[config.mk]
export PLATFORM = sky130hd
export DESIGN_NAME = ipv4_lpm_forward_decision_core
export DESIGN_NICKNAME = d
export VERILOG_FILES = /design/src/sv/ilfd_pkg.sv /design/src/sv/ilfd_ram.sv /design/src/sv/ilfd_datapath.sv /design/src/sv/ilfd_controller.sv /design/src/sv/ipv4_lpm_forward_decision_core.sv
export SDC_FILE = /design/constraint.sdc
export NUM_CORES = 2
export LEC_CHECK = 0
export BUFFER_PORTS_ARGS = -buffer_cell sky130_fd_sc_hd__buf_4
export CAP_MARGIN = 20
export CORE_ASPECT_RATIO = 2
export CORE_MARGIN = 2
export CORE_UTILIZATION = 45
export CTS_BUF_LIST = sky130_fd_sc_hd__clkbuf_8
export DETAILED_ROUTE_END_ITERATION = 7
export GPL_TIMING_DRIVEN = 0
export SLEW_MARGIN = 40
export SYNTH_ARGS = -nofsm -noshare
export SYNTH_HDL_FRONTEND = slang
export SYNTH_SLANG_ARGS = --single-unit
[constraint.sdc]
create_clock -name clk -period 7.5 [get_ports clk]
set_input_delay 1.875 -clock clk [delete_from_list [all_inputs] [get_ports clk]]
set_output_delay 1.875 -clock clk [all_outputs]
set_load 0.02 [all_outputs]
[src/sv/ilfd_pkg.sv]
// Package for the IPv4 longest-prefix-match forwarding core.
// Holds request/result structs, request and verdict codes, controller commands and datapath status.
`timescale 1ns / 1ps
package ilfd_pkg;
  localparam int TableDepthDefault = 16;

  localparam logic [1:0] REQ_CLEAR = 2'd0;
  localparam logic [1:0] REQ_ADD   = 2'd1;
  localparam logic [1:0] REQ_WORD  = 2'd2;

  localparam logic [2:0] VERDICT_LOCAL   = 3'd0;
  localparam logic [2:0] VERDICT_FORWARD = 3'd1;
  localparam logic [2:0] VERDICT_TTL     = 3'd2;
  localparam logic [2:0] VERDICT_NOROUTE = 3'd3;
  localparam logic [2:0] VERDICT_FULL    = 3'd4;

  localparam logic [16:0] SumModulus = 17'd65535;

  typedef struct packed {
    logic [1:0]  req_type;
    logic [31:0] route_dest;
    logic [5:0]  route_prefix_len;
    logic [31:0] route_next_hop;
    logic [15:0] header_word;
    logic        last_word;
  } request_t;

  typedef struct packed {
    logic [2:0]  verdict;
    logic [31:0] next_hop;
    logic [7:0]  new_ttl;
    logic [15:0] new_checksum;
  } result_t;

  // Controller to datapath commands.
  typedef struct packed {
    logic take_request;  // register the request and process word/add/clear
    logic search_start;  // reset the search cursor and best match
    logic search_step;   // examine one table entry
    logic emit;          // reserved; the controller never sets it and the datapath does not read it
  } dp_cmd_t;

  // Datapath to controller status.
  typedef struct packed {
    logic need_search;   // the last word needs a table search
    logic immediate;     // request yields a result without search
    logic search_done;   // cursor has passed the final entry
  } dp_status_t;
endpackage

[src/sv/ilfd_ram.sv]
// Generic single-port-write RAM with registered read.
// No dependencies.
`timescale 1ns / 1ps
module ilfd_ram #(
  parameter int Width = 8,
  parameter int Depth = 16
) (
  input  logic                     clk,
  input  logic                     we,
  input  logic [$clog2(Depth)-1:0] waddr,
  input  logic [Width-1:0]         wdata,
  input  logic [$clog2(Depth)-1:0] raddr,
  output logic [Width-1:0]         rdata
);
  logic [Width-1:0] mem [Depth];

  always_ff @(posedge clk) begin
    if (we) begin
      mem[waddr] <= wdata;
    end
    rdata <= mem[raddr];
  end
endmodule

[src/sv/ilfd_datapath.sv]
// Datapath: header parsing, checksum, route table and serial prefix search.
// Depends on ilfd_pkg and ilfd_ram.
`timescale 1ns / 1ps
module ilfd_datapath #(
  parameter int TableDepth = ilfd_pkg::TableDepthDefault
) (
  input  logic                 clk,
  input  logic                 rst,
  input  ilfd_pkg::request_t   req,
  input  logic [31:0]          own_address,
  input  ilfd_pkg::dp_cmd_t    cmd,
  output ilfd_pkg::dp_status_t status,
  output ilfd_pkg::result_t    result
);
  localparam int AddrW = (TableDepth > 1) ? $clog2(TableDepth) : 1;
  localparam int CountW = $clog2(TableDepth + 1);
  localparam int RamDepth = 1 << AddrW;

  logic [CountW-1:0] entry_count;
  logic [4:0]        word_index;
  logic [3:0]        header_length;
  logic [7:0]        held_ttl;
  logic [31:0]       held_destination;
  logic [16:0]       sum_accumulator;

  // Decision side, captured when a last word is taken (the verdict also on a full-table add).
  logic [31:0]       dec_dest;
  logic [7:0]        dec_ttl;
  logic [15:0]       dec_sum;
  logic [2:0]        dec_verdict;
  logic              need_search;
  logic              immediate;

  logic [CountW-1:0] cursor;
  logic              cursor_valid;  // RAM read data belongs to cursor-1
  logic              found;
  logic [5:0]        best_len;
  logic [31:0]       best_hop;

  logic [69:0]       ram_wdata;
  logic [69:0]       ram_rdata;
  logic [AddrW-1:0]  ram_raddr;
  logic              ram_we;

  logic [5:0]        add_len;
  logic              table_full;
  logic [15:0]       term;
  logic [16:0]       sum_raw;
  logic [16:0]       sum_red;
  logic [15:0]       w;
  logic [7:0]        ttl_now;
  logic [31:0]       dest_now;
  logic [3:0]        hl_now;
  logic              sum_en;

  assign add_len    = (req.route_prefix_len > 6'd32) ? 6'd32 : req.route_prefix_len;
  assign table_full = (entry_count >= CountW'(TableDepth));
  assign ram_we     = cmd.take_request && (req.req_type == ilfd_pkg::REQ_ADD) && !table_full;
  assign ram_wdata  = {req.route_dest, add_len, req.route_next_hop};
  assign ram_raddr  = cursor[AddrW-1:0];

  ilfd_ram #(.Width(70), .Depth(RamDepth)) u_table (
    .clk  (clk),
    .we   (ram_we),
    .waddr(entry_count[AddrW-1:0]),
    .wdata(ram_wdata),
    .raddr(ram_raddr),
    .rdata(ram_rdata)
  );

  assign w = req.header_word;
  always_comb begin
    ttl_now  = (word_index == 5'd4) ? w[15:8] : held_ttl;
    // The first word sets the header length that already bounds its own sum.
    hl_now   = (word_index == 5'd0) ? w[11:8] : header_length;
    dest_now = held_destination;
    if (word_index == 5'd8) begin
      dest_now[31:16] = w;
    end
    if (word_index == 5'd9) begin
      dest_now[15:0] = w;
    end
    sum_en  = (word_index != 5'd5) && ({1'b0, word_index} < {1'b0, hl_now, 1'b0});
    term    = w;
    if (word_index == 5'd4 && w[15:8] != 8'd0) begin
      term = w - 16'h0100;
    end
    sum_raw = sum_accumulator + {1'b0, term};
    sum_red = (sum_raw >= ilfd_pkg::SumModulus) ? sum_raw - ilfd_pkg::SumModulus : sum_raw;
    if (!sum_en) begin
      sum_red = sum_accumulator;
    end
  end

  always_ff @(posedge clk) begin
    if (rst) begin
      entry_count      <= '0;
      word_index       <= '0;
      header_length    <= '0;
      held_ttl         <= '0;
      held_destination <= '0;
      sum_accumulator  <= '0;
      dec_verdict      <= ilfd_pkg::VERDICT_LOCAL;
      need_search      <= 1'b0;
      immediate        <= 1'b0;
    end else if (cmd.take_request) begin
      immediate   <= 1'b0;
      need_search <= 1'b0;
      case (req.req_type)
        ilfd_pkg::REQ_CLEAR: begin
          entry_count <= '0;
        end
        ilfd_pkg::REQ_ADD: begin
          if (table_full) begin
            dec_verdict <= ilfd_pkg::VERDICT_FULL;
            immediate   <= 1'b1;
          end else begin
            entry_count <= entry_count + 1'b1;
          end
        end
        ilfd_pkg::REQ_WORD: begin
          if (req.last_word) begin
            word_index       <= '0;
            header_length    <= '0;
            held_ttl         <= '0;
            held_destination <= '0;
            sum_accumulator  <= '0;
            dec_dest         <= dest_now;
            dec_ttl          <= ttl_now;
            dec_sum          <= ~sum_red[15:0];
            if (dest_now == own_address) begin
              dec_verdict <= ilfd_pkg::VERDICT_LOCAL;
              immediate   <= 1'b1;
            end else if (ttl_now == 8'd0) begin
              dec_verdict <= ilfd_pkg::VERDICT_TTL;
              immediate   <= 1'b1;
            end else begin
              need_search <= 1'b1;
            end
          end else begin
            header_length    <= hl_now;
            held_ttl         <= ttl_now;
            held_destination <= dest_now;
            sum_accumulator  <= sum_red;
            if (word_index != 5'd31) begin
              word_index <= word_index + 5'd1;
            end
          end
        end
        default: begin
        end
      endcase
    end
  end

  // Serial search: one entry a cycle, each RAM read registered in the cycle before its compare.
  always_ff @(posedge clk) begin
    if (rst) begin
      cursor       <= '0;
      cursor_valid <= 1'b0;
      found        <= 1'b0;
      best_len     <= '0;
    end else if (cmd.search_start) begin
      cursor       <= '0;
      cursor_valid <= 1'b0;
      found        <= 1'b0;
      best_len     <= '0;
    end else if (cmd.search_step) begin
      cursor_valid <= (cursor < entry_count);
      if (cursor < entry_count) begin
        cursor <= cursor + 1'b1;
      end
      if (cursor_valid) begin
        if (ram_rdata[37:32] > best_len && ram_rdata[37:32] != 6'd0 &&
            ram_rdata[69:38] == (dec_dest & ~(32'hFFFF_FFFF >> ram_rdata[37:32]))) begin
          found    <= 1'b1;
          best_len <= ram_rdata[37:32];
          best_hop <= ram_rdata[31:0];
        end
      end
    end
  end

  assign status = {need_search, immediate, !cursor_valid && (cursor >= entry_count)};

  always_comb begin
    result = '0;
    if (immediate && !need_search) begin
      result.verdict = dec_verdict;
    end else if (found) begin
      result.verdict      = ilfd_pkg::VERDICT_FORWARD;
      result.next_hop     = best_hop;
      result.new_ttl      = dec_ttl - 8'd1;
      result.new_checksum = dec_sum;
    end else begin
      result.verdict = ilfd_pkg::VERDICT_NOROUTE;
    end
  end
endmodule

[src/sv/ilfd_controller.sv]
// Controller state machine: sequences request intake, table search and result.
// Depends on ilfd_pkg.
`timescale 1ns / 1ps
module ilfd_controller (
  input  logic                 clk,
  input  logic                 rst,
  input  logic                 start,
  input  ilfd_pkg::dp_status_t status,
  output ilfd_pkg::dp_cmd_t    cmd,
  output logic                 busy,
  output logic                 done
);
  localparam logic [1:0] S_IDLE   = 2'd0;
  localparam logic [1:0] S_CHECK  = 2'd1;
  localparam logic [1:0] S_SEARCH = 2'd2;

  logic [1:0] state;
  logic [1:0] state_next;

  always_comb begin
    state_next = state;
    cmd        = '0;
    busy       = 1'b1;
    done       = 1'b0;
    case (state)
      S_IDLE: begin
        busy = 1'b0;
        if (start) begin
          cmd.take_request = 1'b1;
          state_next       = S_CHECK;
        end
      end
      S_CHECK: begin
        if (status.immediate) begin
          done       = 1'b1;
          state_next = S_IDLE;
        end else if (status.need_search) begin
          cmd.search_start = 1'b1;
          state_next       = S_SEARCH;
        end else begin
          state_next = S_IDLE;
        end
      end
      S_SEARCH: begin
        if (status.search_done) begin
          done       = 1'b1;
          state_next = S_IDLE;
        end else begin
          cmd.search_step = 1'b1;
        end
      end
      default: begin
        state_next = S_IDLE;
      end
    endcase
  end

  always_ff @(posedge clk) begin
    if (rst) begin
      state <= S_IDLE;
    end else begin
      state <= state_next;
    end
  end
endmodule

[src/sv/ipv4_lpm_forward_decision_core.sv]
// A request is taken in the idle state and checked in the next cycle; the core
// stays busy and takes no new request until it returns to idle. A last header
// word that needs a route search first steps through the table entries, with the
// table RAM read once per cycle.
// Results appear for one cycle on result_valid; the receiver cannot stall.
// Synchronous active-high reset empties the table and the header state.
`timescale 1ns / 1ps
module ipv4_lpm_forward_decision_core #(
  parameter int TableDepth = ilfd_pkg::TableDepthDefault
) (
  input  logic               clk,
  input  logic               rst,
  input  logic               start,
  output logic               busy,
  input  ilfd_pkg::request_t request,
  output logic               result_valid,
  output ilfd_pkg::result_t  result,
  input  logic               cfg_valid,
  output logic               cfg_ready,
  input  logic [31:0]        cfg_data
);
  // The own address register; the user must write it only while the core is idle, which the core does not enforce.
  logic [31:0] own_address;

  ilfd_pkg::dp_cmd_t    cmd;
  ilfd_pkg::dp_status_t status;

  assign cfg_ready = 1'b1;

  always_ff @(posedge clk) begin
    if (rst) begin
      own_address <= '0;
    end else if (cfg_valid && cfg_ready) begin
      own_address <= cfg_data;
    end
  end

  // The controller sequences each request; the datapath holds all payload.
  ilfd_controller u_ctrl (
    .clk   (clk),
    .rst   (rst),
    .start (start),
    .status(status),
    .cmd   (cmd),
    .busy  (busy),
    .done  (result_valid)
  );

  ilfd_datapath #(.TableDepth(TableDepth)) u_dp (
    .clk        (clk),
    .rst        (rst),
    .req        (request),
    .own_address(own_address),
    .cmd        (cmd),
    .status     (status),
    .result     (result)
  );
endmodule

# After elaboration in Yosys (flattened, before gate mapping)
# Memory sizes are Yosys's and may differ from the RTL's. A register that Yosys moved wholly into a read port is not among the register bits.
# Cells that the tools add are included.
# W data, S select, Z words.
# totals
output_inout_bits,62
ff_bits,211
n_memories,1
ram_bits,1120
word_cells,142
# memory_table
name,words,word_bits,rd,rd_clocked_by_memory_dff,wr,line,rtl
u_dp.u_table.mem,16,70,1,1,1,ilfd_ram.sv:15,logic [Width-1:0] mem [Depth];
# classes
n_mux,52
magnitude_cmp,7
n_eq_ne,17
n_shift,1
bitwise,5
n_addsub,7
reduce_logical,32
# ops
operator,count
$mux W56,2
$eq A32 B32 Y1,2
$mux W17,3
$mux W16,3
$and A32 B32 Y32,1
$mux W32,1
$not A32 Y32,1
$shr A32 B6 Y32 const A,1
$mux W1,20
$add A17 B16 Y17,1
$ge A17 B16 Y1 const B,1
$sub A17 B16 Y17 const B,1
$mux W8,2
$not A16 Y16,1
$sub A16 B9 Y16 const B,1
$add A5 B1 Y5 const B,3
$mux W3,5
$mux W5,3
$reduce_and A3 Y1,4
$eq A5 B4 Y1 const B,2
$lt A5 B5 Y1,2
$mux W2,5
$pmux W5 S2,1
$reduce_and A5 Y1,2
other kinds (30),53

# Depth between registers and ports, before layout
# depth
word_depth,8
depth_mapped,24
depth_no_buf,22

# Hierarchy
# Synthesis repeated with hierarchy kept, for this count alone.
# hier_totals
cells_unflattened,2996
area_unflattened_um2,55140.4
# modules_own_cells
mod,cells_each,seq_area_each_um2,area_each_um2,n_inst
ilfd_ram,1800,35033.6,43324.1,1
ilfd_datapath,1065,4404.2,10423.7,1
ipv4_lpm_forward_decision_core,105,640.6,1174.9,1
ilfd_controller,26,40.0,217.7,1

# Least setup slack after synthesis
# Ideal clock, no wire load.
# synth_timing
kind,in2reg
startpoint,in request[88] (netlist name)
endpoint,mem u_dp.u_table.mem[3][0] (enable)
n_path_buf,0
path_slack_ns,-0.473
cell_stages,6
t_arrival_ns,7.389
required_time_ns,6.916
setup_time_ns,0.584
path_cell_list,inv_1 -> ha_1 -> nand2_1 -> nor2_1 -> nand2_1 -> nor3_1
# synth_via
elab_chain_len,5
# synth_lines
element,line,rtl
start: declaration,ipv4_lpm_forward_decision_core.sv:15,"input ilfd_pkg::request_t request,"
$eq A2 B1 Y1,ilfd_datapath.sv:58,assign ram_we = cmd.take_request && (req.req_type == ilfd_pkg::REQ_ADD) && !table_full;
$logic_and A1 B1 Y1 (2 in series),ilfd_datapath.sv:58,
$mux W1,ilfd_ram.sv:18,if (we) begin
$mux W1 (not written as such),ilfd_ram.sv:19,mem[waddr] <= wdata;
end: declaration,ilfd_ram.sv:15,
# Every way passes these cells.

# Final worst setup path
# layout_timing
startpoint,in request[11] (netlist name)
endpoint,reg u_dp.dec_sum[15] (data pin)
# layout_via
elab_chain_len,8
word_cells_on_any_way,13
cone_classes,3 x add/sub; 2 x order compare; 4 x mux; 1 x bitwise; 3 x reduce/logical
# layout_lines
element,line,rtl
branches (longest 6 deep; another with $add A17 B16 Y17),-,
$mux W17 (*),ilfd_datapath.sv:90,if (!sum_en) begin
$not A16 Y16 (*),ilfd_datapath.sv:130,dec_sum <= ~sum_red[15:0];
end signal: assignment,ilfd_datapath.sv:130,
end: declaration,ilfd_datapath.sv:29,logic [15:0] dec_sum;
# Every way passes the cells marked *. The select of a mux whose other input is x is not followed.
# A chain may end at the register's enable or synchronous reset.

==> impl_metrics.env <==
export IMPL_outcome="finished, final reports clean"
export IMPL_worstPathMaxFanout=8
export IMPL_dr_pass1_iters=7
export IMPL_synthArstFlopShare_pct=0
export IMPL_area_growth_pct=17.5
export IMPL_grt_overflow_total=0
export IMPL_layout_commonest_cell="edfxtp_1"
export IMPL_grt_total_usage_pct=24.4
export IMPL_critPathLaunchType="primary input"
export IMPL_syn_nets=2996
export IMPL_power_switching_w=0.00319
export IMPL_netlist_area_sq_mm=0.0550
export IMPL_clk_latency_ps=890
export IMPL_multi_input_area_sq_mm=0.0143
export IMPL_endpoint_kind="flop"
export IMPL_dieArea_sq_mm=0.125
export IMPL_drt_wirelength_per_cell_microns=30.0
export IMPL_dieHeight_microns=498
export IMPL_clk_pin_slew_ps=70
export IMPL_cap_viol_max_count=0
export IMPL_drc_errors=0
export IMPL_place_congestion=0.900
export IMPL_cts_hold_buffers=0
export IMPL_seq_power_share_pct=58.3
export IMPL_clock_fmax_mhz=138
export IMPL_worst_r2r_setup_slack_ps=770
export IMPL_min_to="u_dp.best_hop[0]$_DFFE_PP_"
export IMPL_critPathTopFamily="compound AO/OA/AOI/OAI gates"
export IMPL_switching_share_pct=21.9
export IMPL_synth_top_cell_area_share_pct=66.0
export IMPL_pin_count=187
export IMPL_min_period_ps=7250
export IMPL_synth_seq_cells=1400
export IMPL_clock_skew_ps=43.6
export IMPL_vias_per_cell=5.85
export IMPL_dpl_instance_area_sq_mm=0.0609
export IMPL_fin_crit_sh_pct=96.6
export IMPL_ys_seq_area_share_pct=72.9
export IMPL_top_layer="met5"
export IMPL_ys_types=82
export IMPL_met3_length_mm=8.25
export IMPL_tightest_slew_ps=893
export IMPL_io_buffers=181
export IMPL_crit_buf_inv=2
export IMPL_vias=29500
export IMPL_hp_start="u_dp.u_table.rdata[0]$_DFF_P_"
export IMPL_max_slew_margin_pct=40.4
export IMPL_ir_drop_v=0.000177
export IMPL_cts_inserted_buffers=186
export IMPL_p_int_w=0.0114
export IMPL_yosys_area_top_type="edfxtp_1"
export IMPL_fp_dieW_microns=251
export IMPL_ant_nets=0
export IMPL_rsz0062_at_grt="no"
export IMPL_yosys_top_cells_area="edfxtp_1 (66%), mux4_2 (14%), dfxtp_1 (7.0%), ha_1 (1.2%), mux2i_1 (1.0%)"
export IMPL_worstPathRequired_ps=8080
export IMPL_initial_core_util_pct=45.3
export IMPL_setup_viol=0
export IMPL_synth_ff_type="edfxtp_1"
export IMPL_rows=181
export IMPL_dp_hpwl_mm=106
export IMPL_r2r_end="u_dp.dec_sum[15]$_DFFE_PP_"
export IMPL_grt_max_degree=24
export IMPL_cp_arrival_ps=7830
export IMPL_cts_sinks=1400
export IMPL_clock_path_buffers=3
export IMPL_avgSynthCellArea_sq_um=19.5
export IMPL_timing_rr_start="u_dp.word_index[1]$_SDFFE_PP0P_"
export IMPL_grt_pass1_vias=31800
export IMPL_wirelength_mm=151
export IMPL_clkPwrFrac_pct=38.9
export IMPL_fin_nets=3503
export IMPL_hold_viol=0
export IMPL_layout_drive_gt1_share_pct=31.8
export IMPL_n_fill_cell=9535
export IMPL_slowest_stage="o41ai_1"
export IMPL_clk_root_buffer_cell="clkbuf_8"
export IMPL_comb_power_share_pct=2.8
export IMPL_setup_tns_final_ps=0
export IMPL_worstRegToRegCells=22
export IMPL_synth_edf_count=1208
export IMPL_hold_path_class="reg -> reg"
export IMPL_drt_iter0_drc=2400
export IMPL_path_cells="clkbuf_1 > or3_1 > o41ai_1 > inv_1 > nand2_1 > nor3_1 > xor2_1 > ha_1 > o21ai_0 > a21oi_1 > nor2_1 > a311o_1 > a2111oi_4 > and4_1 > ha_1 > nor2_1 > mux2i_1 > nand3_1 > o311ai_0 > o21ai_0"
export IMPL_cts_htree_levels=4
export IMPL_regArea_sq_mm=0.0401
export IMPL_wl_met1_mm=54.0
export IMPL_crit_path_max_incr_delay_ps=640
export IMPL_slew_violations=0
export IMPL_final_cell_area_sq_mm=0.0646
export IMPL_cts_tree="done"
export IMPL_power_density_mw_per_mm2=226
export IMPL_antenna_found_initial=14
export IMPL_final_cell_mix="edfxtp_1 (1208), mux4_2 (350), clkbuf_8 (213)"
export IMPL_syn_inst=2818
export IMPL_met2_length_mm=81.9
export IMPL_min_path_cells=0
export IMPL_crit_type="in -> reg"
export IMPL_core_area_sq_mm=0.121
export IMPL_ys_warn_count=0
export IMPL_grt_pass1_wl_mm=217
export IMPL_power_leakage_nw=21.8
[synth_stat cells, types with 5 or more instances]
library cell     n
a211o_1          5
a211oi_1         7
a21o_1           5
a21oi_1         48
a22o_1           9
a22oi_1         42
and2_1          10
and3_1          59
buf_1           29
clkbuf_1       108
dfxtp_1        192
edfxtp_1      1208
ha_1            52
inv_1           46
mux2_2          41
mux2i_1         57
mux4_2         350
nand2_1         43
nand2b_1        10
nand3_1         19
nand4_1         13
nor2_1         152
nor2b_1         11
nor3_1          12
nor4_1          15
o211ai_1         5
o21a_1          20
o21ai_0         52
or2_2            5
or3_1           11
xnor2_1         30
xor2_1          63
[logic make-up (layout without fill, tap and decap cells)]
| logic type | Yosys count | in the layout | synth area share (%) |
|---|---|---|---|
| other cells | 1 | 5 | 0.00682 |
| simple gates | 388 | 388 | 3.65 |
| xor+xnor | 93 | 93 | 1.48 |
| mux | 448 | 448 | 16.2 |
| flops | 1400 | 1400 | 72.9 |
| compound gates | 245 | 245 | 3.16 |
| fa+ha+maj | 53 | 53 | 1.22 |
| buf+inv | 190 | 857 | 1.33 |
[how the worst max path moves through the flow]
stage	startpoint	to	cells after the start
3_5_place_dp	request[11]	u_dp.dec_sum[15]$_DFFE_PP_	17
6_report	request[11]	u_dp.dec_sum[15]$_DFFE_PP_	20
4_1_cts	request[11]	u_dp.dec_sum[15]$_DFFE_PP_	17
3_3_place_gp	u_dp.cursor[0]$_SDFFE_PP0P_	u_dp.best_hop[3]$_DFFE_PP_	10
5_1_grt	request[11]	u_dp.dec_sum[15]$_DFFE_PP_	20
2_1_floorplan	request[11]	u_dp.dec_sum[10]$_DFFE_PP_	22
[through the flow]
step / instances / utilization (%) / hold slack, ps / power, W / setup slack [ps]
6_report: 5044 / 53.2 / 400 / 0.0146 / 253
5_1_grt: 5042 / 53.2 / 403 / 0.0150 / 31.6
4_1_cts: 5040 / 53.2 / 401 / 0.0147 / 423
3_5_place_dp: 4692 / 50.2 / 390 / 0.00907 / -514
3_3_place_gp: 4554 / 48.0 / 386 / 0.00905 / -4630
2_1_floorplan: 2818 / - / 386 / 0.00885 / 830
[flip-flops by register name, summed over array words and instances, names as in the netlist, 6 cells and up]
signal                 count
u_dp.dec_ttl               8
u_dp.u_table.mem        1120
u_dp.held_destination     32
u_dp.dec_sum              16
u_dp.best_hop             32
u_dp.u_table.rdata        70
own_address               32
u_dp.dec_dest             32
u_dp.held_ttl              8
u_dp.best_len              6
u_dp.sum_accumulator      17
[metal layers]
layer / GRT usage [%] / vias to the layer above
met2: 44.7 / 1115
met5: 0 / -
met4: 11.0 / 18
met1: 27.5 / 15500
li1: - / 12500
met3: 4.53 / 368
[layout make-up]
| class | count | area share [%] |
|---|---|---|
| Sequential cell | 1400 | 62.1 |
| Multi-Input combinational cell | 1228 | 22.2 |
| Timing Repair Buffer | 319 | 5.73 |
| Clock buffer | 213 | 4.54 |
| Tap cell | 1555 | 3.01 |
| Clock inverter | 135 | 1.17 |
| Buffer | 144 | 1.01 |
| Inverter | 46 | 0.267 |
| Antenna cell | 4 | 0.0155 |
[power groups by stage]
stage	Combinational, W	Clock [W]	Sequential (W)
2_1_floorplan	0.000180	0	0.00867
3_3_place_gp	0.000372	0	0.00867
3_5_place_dp	0.000400	0	0.00867
4_1_cts	0.000401	0.00579	0.00850
5_1_grt	0.000435	0.00608	0.00850
6_report	0.000404	0.00567	0.00850
[worst register-to-register path: stages (launching register included)]
cell and delay [ps]:
dfxtp_1 360, inv_1 100, ha_1 200, nor4bb_1 360, clkbuf_1 490, o41ai_1 270
inv_1 120, nand2_1 100, nor3_1 190, xor2_1 530, ha_1 370, o21ai_0 140
a21oi_1 130, nor2_1 70, a311o_1 400, a2111oi_4 550, and4_1 290, ha_1 180
nor2_1 40, mux2i_1 590, nand3_1 190, o311ai_0 580, o21ai_0 180
[timing repair]
item / 4_1_cts / 5_1_grt
hold endpoints to repair: 0 / 0
setup endpoints to repair: 0 / 1
buffers inserted: 0 / 0
gates resized for setup: 0 / 1
No activity file was read; power rests on OpenSTA's default activity.
